File: src/rtl/core/rrva_pkg.sv
package rrva_pkg;

  localparam int NUM_VCS_DEF = 8;
  localparam int CH_W        = 3;
  localparam int ACT_W       = 4;
  localparam int CNT_W       = 4;
  localparam int ACTIVE_RST  = 8;

  typedef enum logic [1:0] {
    ACT_REQUEST = 2'd0,
    ACT_PICK    = 2'd1,
    ACT_RELEASE = 2'd2,
    ACT_QUERY   = 2'd3
  } action_t;

  typedef struct packed {
    logic [1:0]      action;
    logic [CH_W-1:0] channel;
  } cmd_t;

  typedef struct packed {
    logic [CH_W-1:0]  winner;
    logic             winner_valid;
    logic             channel_requested;
    logic [CNT_W-1:0] request_count;
    logic             bad_channel;
  } res_t;

  // input register contents handed to the arbitration stage
  typedef struct packed {
    logic valid;
    cmd_t cmd;
  } stage_t;

endpackage

File: src/rtl/core/rrva_stream_if.sv
interface rrva_stream_if #(
  parameter type T = logic
) ();
  logic valid;
  logic ready;
  T     data;

  modport source (output valid, output data, input ready);
  modport sink   (input valid, input data, output ready);
endinterface

File: src/rtl/core/round_robin_vc_arbiter_unit.sv
// Round-robin virtual-channel arbiter. One command word is taken per cycle
// while res is not stalled, and each gives one result word: the command lands
// in an input register, then request/pick/release is applied to the pending
// bits in a single pass through a rotating priority encoder over NUM_VCS bits
// and registered into the result stage. Both stages move together, so back
// pressure on res stalls cmd only when the result register is still full.
// A pick keeps returning the held winner until a release or a request to an
// active channel drops the hold. Writing cfg_data (active channel count, 0
// read as 1, saturated at NUM_VCS) clears all pending requests and the hold;
// the last winner is kept. Write it only while no command is in flight.
module round_robin_vc_arbiter_unit
  import rrva_pkg::*;
#(
  parameter int NUM_VCS = NUM_VCS_DEF
) (
  input  logic             clk,
  input  logic             rst,
  input  logic             cfg_we,
  input  logic [ACT_W-1:0] cfg_data,
  rrva_stream_if.sink      cmd,
  rrva_stream_if.source    res
);

  stage_t stage;
  logic   advance;

  rrva_in_stage u_in_stage (
    .clk      (clk),
    .rst      (rst),
    .in_valid (cmd.valid),
    .in_data  (cmd.data),
    .in_ready (cmd.ready),
    .advance  (advance),
    .stage    (stage)
  );

  rrva_core #(
    .NUM_VCS (NUM_VCS)
  ) u_core (
    .clk       (clk),
    .rst       (rst),
    .cfg_we    (cfg_we),
    .cfg_data  (cfg_data),
    .stage     (stage),
    .advance   (advance),
    .res_valid (res.valid),
    .res_data  (res.data),
    .res_ready (res.ready)
  );

endmodule

File: src/rtl/core/rrva_in_stage.sv
module rrva_in_stage
  import rrva_pkg::*;
(
  input  logic   clk,
  input  logic   rst,
  input  logic   in_valid,
  input  cmd_t   in_data,
  output logic   in_ready,
  input  logic   advance,
  output stage_t stage
);

  logic valid;
  cmd_t data;

  assign in_ready = !valid || advance;

  always_ff @(posedge clk) begin
    if (rst) begin
      valid <= 1'b0;
    end else if (in_ready) begin
      valid <= in_valid;
    end
  end

  always_ff @(posedge clk) begin
    if (in_valid && in_ready) begin
      data <= in_data;
    end
  end

  assign stage.valid = valid;
  assign stage.cmd   = data;

endmodule

File: src/rtl/core/rrva_pick.sv
module rrva_pick
  import rrva_pkg::*;
#(
  parameter int NUM_VCS = NUM_VCS_DEF,
  parameter int LG_W    = (NUM_VCS > 1) ? $clog2(NUM_VCS) : 1
) (
  input  logic [NUM_VCS-1:0] pending,
  input  logic [ACT_W-1:0]   active,
  input  logic [LG_W-1:0]    last_grant,
  output logic               found,
  output logic [LG_W-1:0]    idx
);

  logic [NUM_VCS-1:0] live;
  logic [NUM_VCS-1:0] upper;
  logic [LG_W-1:0]    idx_upper;
  logic [LG_W-1:0]    idx_any;

  always_comb begin
    for (int i = 0; i < NUM_VCS; i++) begin
      live[i]  = pending[i] && (i < int'(active));
      upper[i] = live[i] && (i > int'(last_grant));
    end
  end

  // lowest set bit wins; channels after the last winner come first
  always_comb begin
    idx_upper = '0;
    idx_any   = '0;
    for (int i = NUM_VCS - 1; i >= 0; i--) begin
      if (upper[i]) idx_upper = LG_W'(i);
      if (live[i])  idx_any   = LG_W'(i);
    end
  end

  assign found = |live;
  assign idx   = (|upper) ? idx_upper : idx_any;

endmodule

File: src/rtl/core/rrva_core.sv
module rrva_core
  import rrva_pkg::*;
#(
  parameter int NUM_VCS = NUM_VCS_DEF
) (
  input  logic             clk,
  input  logic             rst,
  input  logic             cfg_we,
  input  logic [ACT_W-1:0] cfg_data,
  input  stage_t           stage,
  output logic             advance,
  output logic             res_valid,
  output res_t             res_data,
  input  logic             res_ready
);

  localparam int LG_W = (NUM_VCS > 1) ? $clog2(NUM_VCS) : 1;
  localparam int ACT_RST_CLAMP = (ACTIVE_RST > NUM_VCS) ? NUM_VCS : ACTIVE_RST;

  logic [NUM_VCS-1:0] pending;
  logic [NUM_VCS-1:0] pending_next;
  logic [LG_W-1:0]    last_grant;
  logic [LG_W-1:0]    last_grant_next;
  logic               hold;
  logic               hold_next;
  logic [CNT_W-1:0]   count;
  logic [CNT_W-1:0]   count_next;
  logic [ACT_W-1:0]   active;
  logic [ACT_W-1:0]   active_cfg;

  logic               bad;
  logic               ch_set;
  logic               ch_set_next;
  logic               pick_found;
  logic [LG_W-1:0]    pick_idx;
  action_t            action;
  res_t               result;

  rrva_pick #(
    .NUM_VCS (NUM_VCS),
    .LG_W    (LG_W)
  ) u_pick (
    .pending    (pending),
    .active     (active),
    .last_grant (last_grant),
    .found      (pick_found),
    .idx        (pick_idx)
  );

  // register value 0 acts as 1, anything above the channel count saturates
  always_comb begin
    if (cfg_data == '0) begin
      active_cfg = ACT_W'(1);
    end else if (int'(cfg_data) > NUM_VCS) begin
      active_cfg = ACT_W'(NUM_VCS);
    end else begin
      active_cfg = cfg_data;
    end
  end

  assign action  = action_t'(stage.cmd.action);
  assign bad     = {1'b0, stage.cmd.channel} >= active;
  assign advance = stage.valid && (!res_valid || res_ready);

  always_comb begin
    ch_set = 1'b0;
    for (int i = 0; i < NUM_VCS; i++) begin
      if (int'(stage.cmd.channel) == i) ch_set = pending[i];
    end
  end

  always_comb begin
    pending_next    = pending;
    last_grant_next = last_grant;
    hold_next       = hold;
    count_next      = count;
    unique case (action)
      ACT_REQUEST: begin
        if (!bad) begin
          for (int i = 0; i < NUM_VCS; i++) begin
            if (int'(stage.cmd.channel) == i) pending_next[i] = 1'b1;
          end
          hold_next = 1'b0;
          if (!ch_set) count_next = count + CNT_W'(1);
        end
      end
      ACT_PICK: begin
        if (!hold && pick_found) begin
          last_grant_next = pick_idx;
          hold_next       = 1'b1;
        end
      end
      ACT_RELEASE: begin
        pending_next[last_grant] = 1'b0;
        hold_next                = 1'b0;
        // the count only covers active channels
        if (pending[last_grant] && (int'(last_grant) < int'(active))) begin
          count_next = count - CNT_W'(1);
        end
      end
      ACT_QUERY: begin
      end
      default: begin
      end
    endcase
  end

  always_comb begin
    ch_set_next = 1'b0;
    for (int i = 0; i < NUM_VCS; i++) begin
      if (int'(stage.cmd.channel) == i) ch_set_next = pending_next[i];
    end
  end

  always_comb begin
    result.winner            = hold_next ? CH_W'(last_grant_next) : '0;
    result.winner_valid      = hold_next;
    result.channel_requested = !bad && ch_set_next;
    result.request_count     = count_next;
    result.bad_channel       = bad;
  end

  always_ff @(posedge clk) begin
    if (rst) begin
      pending    <= '0;
      last_grant <= '0;
      hold       <= 1'b0;
      count      <= '0;
      active     <= ACT_W'(ACT_RST_CLAMP);
    end else if (cfg_we) begin
      active  <= active_cfg;
      pending <= '0;
      hold    <= 1'b0;
      count   <= '0;
    end else if (advance) begin
      pending    <= pending_next;
      last_grant <= last_grant_next;
      hold       <= hold_next;
      count      <= count_next;
    end
  end

  always_ff @(posedge clk) begin
    if (rst) begin
      res_valid <= 1'b0;
    end else if (advance) begin
      res_valid <= 1'b1;
    end else if (res_ready) begin
      res_valid <= 1'b0;
    end
  end

  always_ff @(posedge clk) begin
    if (advance) begin
      res_data <= result;
    end
  end

endmodule

File: src/flat_wrapper.sv
// flat-port wrapper written by rule: the top's interface ports become plain ports
module round_robin_vc_arbiter_unit_flat import rrva_pkg::*;
#(
  parameter int NUM_VCS = NUM_VCS_DEF
)
  (clk, rst, cfg_we, cfg_data, cmd_valid, cmd_data, cmd_ready, res_valid, res_data, res_ready);
  rrva_stream_if cmd_i ();
  rrva_stream_if res_i ();
  input  logic clk;
  input  logic rst;
  input  logic cfg_we;
  input  logic [ACT_W-1:0] cfg_data;
  input wire logic [$bits(cmd_i.valid)-1:0] cmd_valid;
  input wire logic [$bits(cmd_i.data)-1:0] cmd_data;
  output wire logic [$bits(cmd_i.ready)-1:0] cmd_ready;
  output wire logic [$bits(res_i.valid)-1:0] res_valid;
  output wire logic [$bits(res_i.data)-1:0] res_data;
  input wire logic [$bits(res_i.ready)-1:0] res_ready;
  assign cmd_i.valid = cmd_valid;
  assign cmd_i.data = cmd_data;
  assign cmd_ready = cmd_i.ready;
  assign res_valid = res_i.valid;
  assign res_data = res_i.data;
  assign res_i.ready = res_ready;
  round_robin_vc_arbiter_unit #(.NUM_VCS(NUM_VCS)) u_core (.clk(clk), .rst(rst), .cfg_we(cfg_we), .cfg_data(cfg_data), .cmd(cmd_i), .res(res_i));
endmodule
File: config.mk
export PLATFORM = sky130hd
export DESIGN_NAME = round_robin_vc_arbiter_unit_flat
export DESIGN_NICKNAME = d
export VERILOG_FILES = /design/src/rtl/core/rrva_pkg.sv /design/src/rtl/core/rrva_stream_if.sv /design/src/rtl/core/round_robin_vc_arbiter_unit.sv /design/src/rtl/core/rrva_in_stage.sv /design/src/rtl/core/rrva_pick.sv /design/src/rtl/core/rrva_core.sv /design/src/flat_wrapper.sv
export SDC_FILE = /design/constraint.sdc
export NUM_CORES = 1
export LEC_CHECK = 0
export ABC_AREA = 1
export BUFFER_PORTS_ARGS = -buffer_cell sky130_fd_sc_hd__clkbuf_2
export CORE_AREA = 2 2 39 41
export CTS_CLUSTER_DIAMETER = 100
export DETAILED_ROUTE_END_ITERATION = 12
export DIE_AREA = 0 0 41 43
export PLACE_DENSITY = 0.44
export SLEW_MARGIN = 10
export SYNTH_ARGS = -nofsm -noshare
export SYNTH_HDL_FRONTEND = slang
export SYNTH_SLANG_ARGS = --single-unit
File: constraint.sdc
create_clock -name clk -period 1 [get_ports clk]
set_clock_uncertainty 0.1 [all_clocks]
set_input_delay 0.1 -clock clk [delete_from_list [all_inputs] [get_ports clk]]
set_output_delay 0.1 -clock clk [all_outputs]
set_load 0.02 [all_outputs]
==> results.py <==
metrics = {
    "global_route": {
        "grt_busiest_layer": "met2",
        "antenna_found_initial": 0,
        "grt_util_all_layers_pct": 10.10,
        "grt_pass1_wl_mm": 1.124,
        "grt_max_degree": 7,
        "grt_pass1_vias": 316,
        "met2_usage_pct": 15.31,
        "grt-ovfl-total": 0,
        "met1_usage_pct": 9.836,
        "grt.met3_usage_pct": 3.141,
    },
    "sta": {
        "tightestPinTransition_ps": 212.7,
        "rsz0062_at_grt": "true",
        "slew_violations": 0,
        "relSlewSlack_pct": 85.69,
        "fmax_mhz": 895.5,
        "finalSetupViolCount": 2,
        "fin_ws_ps": -116.7,
        "hold_viol": 0,
        "period_needed_ps": 1117,
        "period_share_pct": 111.7,
    },
    "synthesis": {
        "synth_top_area_share_pct": 36.92,
        "yosysSeqAreaShare_pct": 55.38,
        "synth_area_um2": 325.3,
        "ys_ff_latch": 8,
        "syn-num-nets": 48,
        "synthCells": 37,
        "synth_cell_type_count": 14,
        "ys_top_cells_by_area": "dfxtp_1 37%, edfxtp_1 18%, nand2_1 9.2%, a21oi_1 7.7%, inv_1 6.9%",
        "yosys_warnings": 0,
        "syn_area_per_cell_um2": 8.792,
        "synth_top_area_cell": "dfxtp_1",
    },
    "placed_design": {
        "dp_hpwl_um": 526.6,
        "place_congestion": 0.6917,
        "io_buffers": 12,
    },
    "cts": {
        "cts.path.max_buffers": 2,
        "cts_buffers": 3,
        "cts_tree": "yes",
        "clk_pin_slew_ps": 60,
        "clkSinkCount": 8,
        "htreeDepth": 1,
        "clock_latency_ps": 250,
        "clockRootBuffer": "clkbuf_4",
    },
    "final_layout": {
        "finalNetCount": 72,
        "antenna_cells": 0,
        "nFillCells": 150,
        "multiInputGateArea_um2": 142.6,
        "area_growth_pct": 65.00,
        "utilization_pct": 38.79,
        "drive_gt1_share_pct": 45.00,
        "ff_latch_area_um2": 182.7,
    },
    "power": {
        "seqPwrFrac_pct": 49.7,
        "p_clk_share_pct": 36.6,
        "netSwitchingFraction_pct": 23.55,
        "p_int_uw": 554.3,
        "ir_drop_v": 0.0004607,
        "power.leakage_uw": 0.0002434,
        "total_power_uw": 725.1,
        "power_density_nw_per_um2": 1351,
        "switching_power_uw": 170.7,
        "comb_power_share_pct": 13.7,
    },
    "critical_path": {
        "arrival_ps": 1030,
        "start_kind": "flip-flop",
        "crit_chain": "inv_1, ha_1, nor2_1, nor4_1",
        "critPathBufInv": 1,
        "crit_family": "flip-flops",
        "cp_slowest_cell": "edfxtp_1",
        "endpoint_kind": "flip-flop",
        "critPathMaxStageDelay_ps": 350,
        "worstPathRequired_ps": 910,
        "crit_path_max_fanout": 1,
        "path_class": "flip-flop to flip-flop",
    },
    "job": {
        "maxCapViolations": 0,
    },
    "drt": {
        "vias": 313,
        "wirelength_um": 714,
        "drc": 0,
        "ant_nets": 0,
        "drtIter0Drc": 6,
        "wl_per_cell_um": 9.395,
        "viasPerCell": 4.118,
        "firstDrtPassIters": 4,
    },
    "run_status": {
        "violations": "setup timing",
        "outcome": "finished, violations left",
    },
    "floorplanning": {
        "start_util_pct": 23.51,
        "die_h_um": 43,
        "die_w_um": 41,
        "core-area_um2": 1384,
        "io-pin-count": 13,
        "die_area_um2": 1763,
        "num_rows": 14,
    },
    "worst_hold_path": {
        "hp-class": "primary input to flip-flop",
    },
}
Yosys cell counts:
cell / count
a21oi_1: 5
a21oi_2: 1
dfxtp_1: 6
edfxtp_1: 2
ha_1: 1
inv_1: 6
inv_2: 1
nand2_1: 8
nand3_1: 1
nor2_1: 2
nor2_4: 1
nor4_1: 1
o21ai_0: 1
o21bai_1: 1
cell usage in the layout (no fill, tap or decap):
master,n
o21ai_1,1
nand2_4,1
nor2_1,2
buf_2,1
nor4_1,1
o21bai_1,1
clkbuf_1,1
ha_1,1
buf_8,1
a21oi_1,4
a21oi_2,2
buf_4,3
nand2_1,7
dfxtp_2,2
buf_6,1
dfxtp_1,4
nor2_4,1
clkbuf_4,3
edfxtp_1,2
inv_1,5
clkbuf_2,9
dlygate4sd3_1,4
inv_2,2
nand3_4,1
kinds of logic (layout without fill, tap and decap cells):
family	Yosys count	in the layout	synth area share, %
compound gates	8	8	14.23
fa+ha+maj	1	1	3.846
buf+inv	7	30	8.075
flops	8	8	55.39
simple gates	13	13	18.46
tightest hold or removal path, stage by stage:
cell	delay [ps]
clkbuf_2	90
nand2_1	60
a21oi_1	50
per-stage QoR:
stage / hold WS [ps] / worst slack, ps / cells / setup TNS (ps) / area (µm²)
2_1_floorplan: 61.65 / -76.57 / 37 / -132.5 / 331.6
3_3_place_gp: 188.3 / -100.9 / 66 / -100.9 / 419.2
3_5_place_dp: 184.1 / -145.6 / 66 / -145.6 / 419.2
4_1_cts: 3.692 / -123.6 / 76 / -173.6 / 514.2
5_1_grt: 33.86 / -191.2 / 76 / -312.1 / 536.8
6_report: 9.461 / -116.7 / 76 / -165.6 / 536.8
final timing paths:
path         cells after the start                   endpoint  slack, ps                  startpoint
max reg2reg                      4  u_core.u_core.res_data[0]       -120  u_core.u_in_stage.stage[0]
min                              3    u_core.u_core.active[1]          9                 cfg_data[1]
max                              4  u_core.u_core.res_data[0]       -120  u_core.u_in_stage.stage[0]
min reg2reg                      2    u_core.u_core.active[1]        370     u_core.u_core.active[1]
what timing repair did:
item | in CTS | in global routing
hold buffers | 4 | 0
setup buffers | 2 | 0
gates resized for setup | 4 | 10
setup endpoints to repair | 3 | 6
pin swaps | 2 | 2
endpoints found under the hold margin | 4 | 0
routing by layer:
| metal | share of wire [%] | up-vias |
|---|---|---|
| met5 | 0 | - |
| met4 | 0 | 0 |
| met3 | 2.8 | 0 |
| met2 | 54 | 6 |
| met1 | 43 | 140 |
| li1 | - | 167 |
flip-flops by register name (all words and copies together), names as in the netlist:
name	cells
u_core.u_core.active	4
u_core.u_core.res_data	1
u_core.u_in_stage.stage	1
u_core.u_core.res_valid	1
u_core.u_in_stage.valid	1
final cells by class:
type	count	share of cell area [%]
Sequential cell	8	34.03
Multi-Input combinational cell	22	26.57
Timing Repair Buffer	19	25.87
Clock buffer	4	4.895
Inverter	7	4.895
Tap cell	16	3.730
power by group through the flow:
| stage | clock network [µW] | logic, µW | registers (µW) |
|---|---|---|---|
| final | 265 | 99.3 | 361 |
| after CTS | 272 | 92.9 | 359 |
| after global routing | 285 | 110 | 362 |
| after global placement | 0 | 72.9 | 366 |
| after detailed placement | 0 | 72.6 | 366 |
| after floorplan | 0 | 32.7 | 369 |
Note: power is estimated with default switching activity, not from simulation.
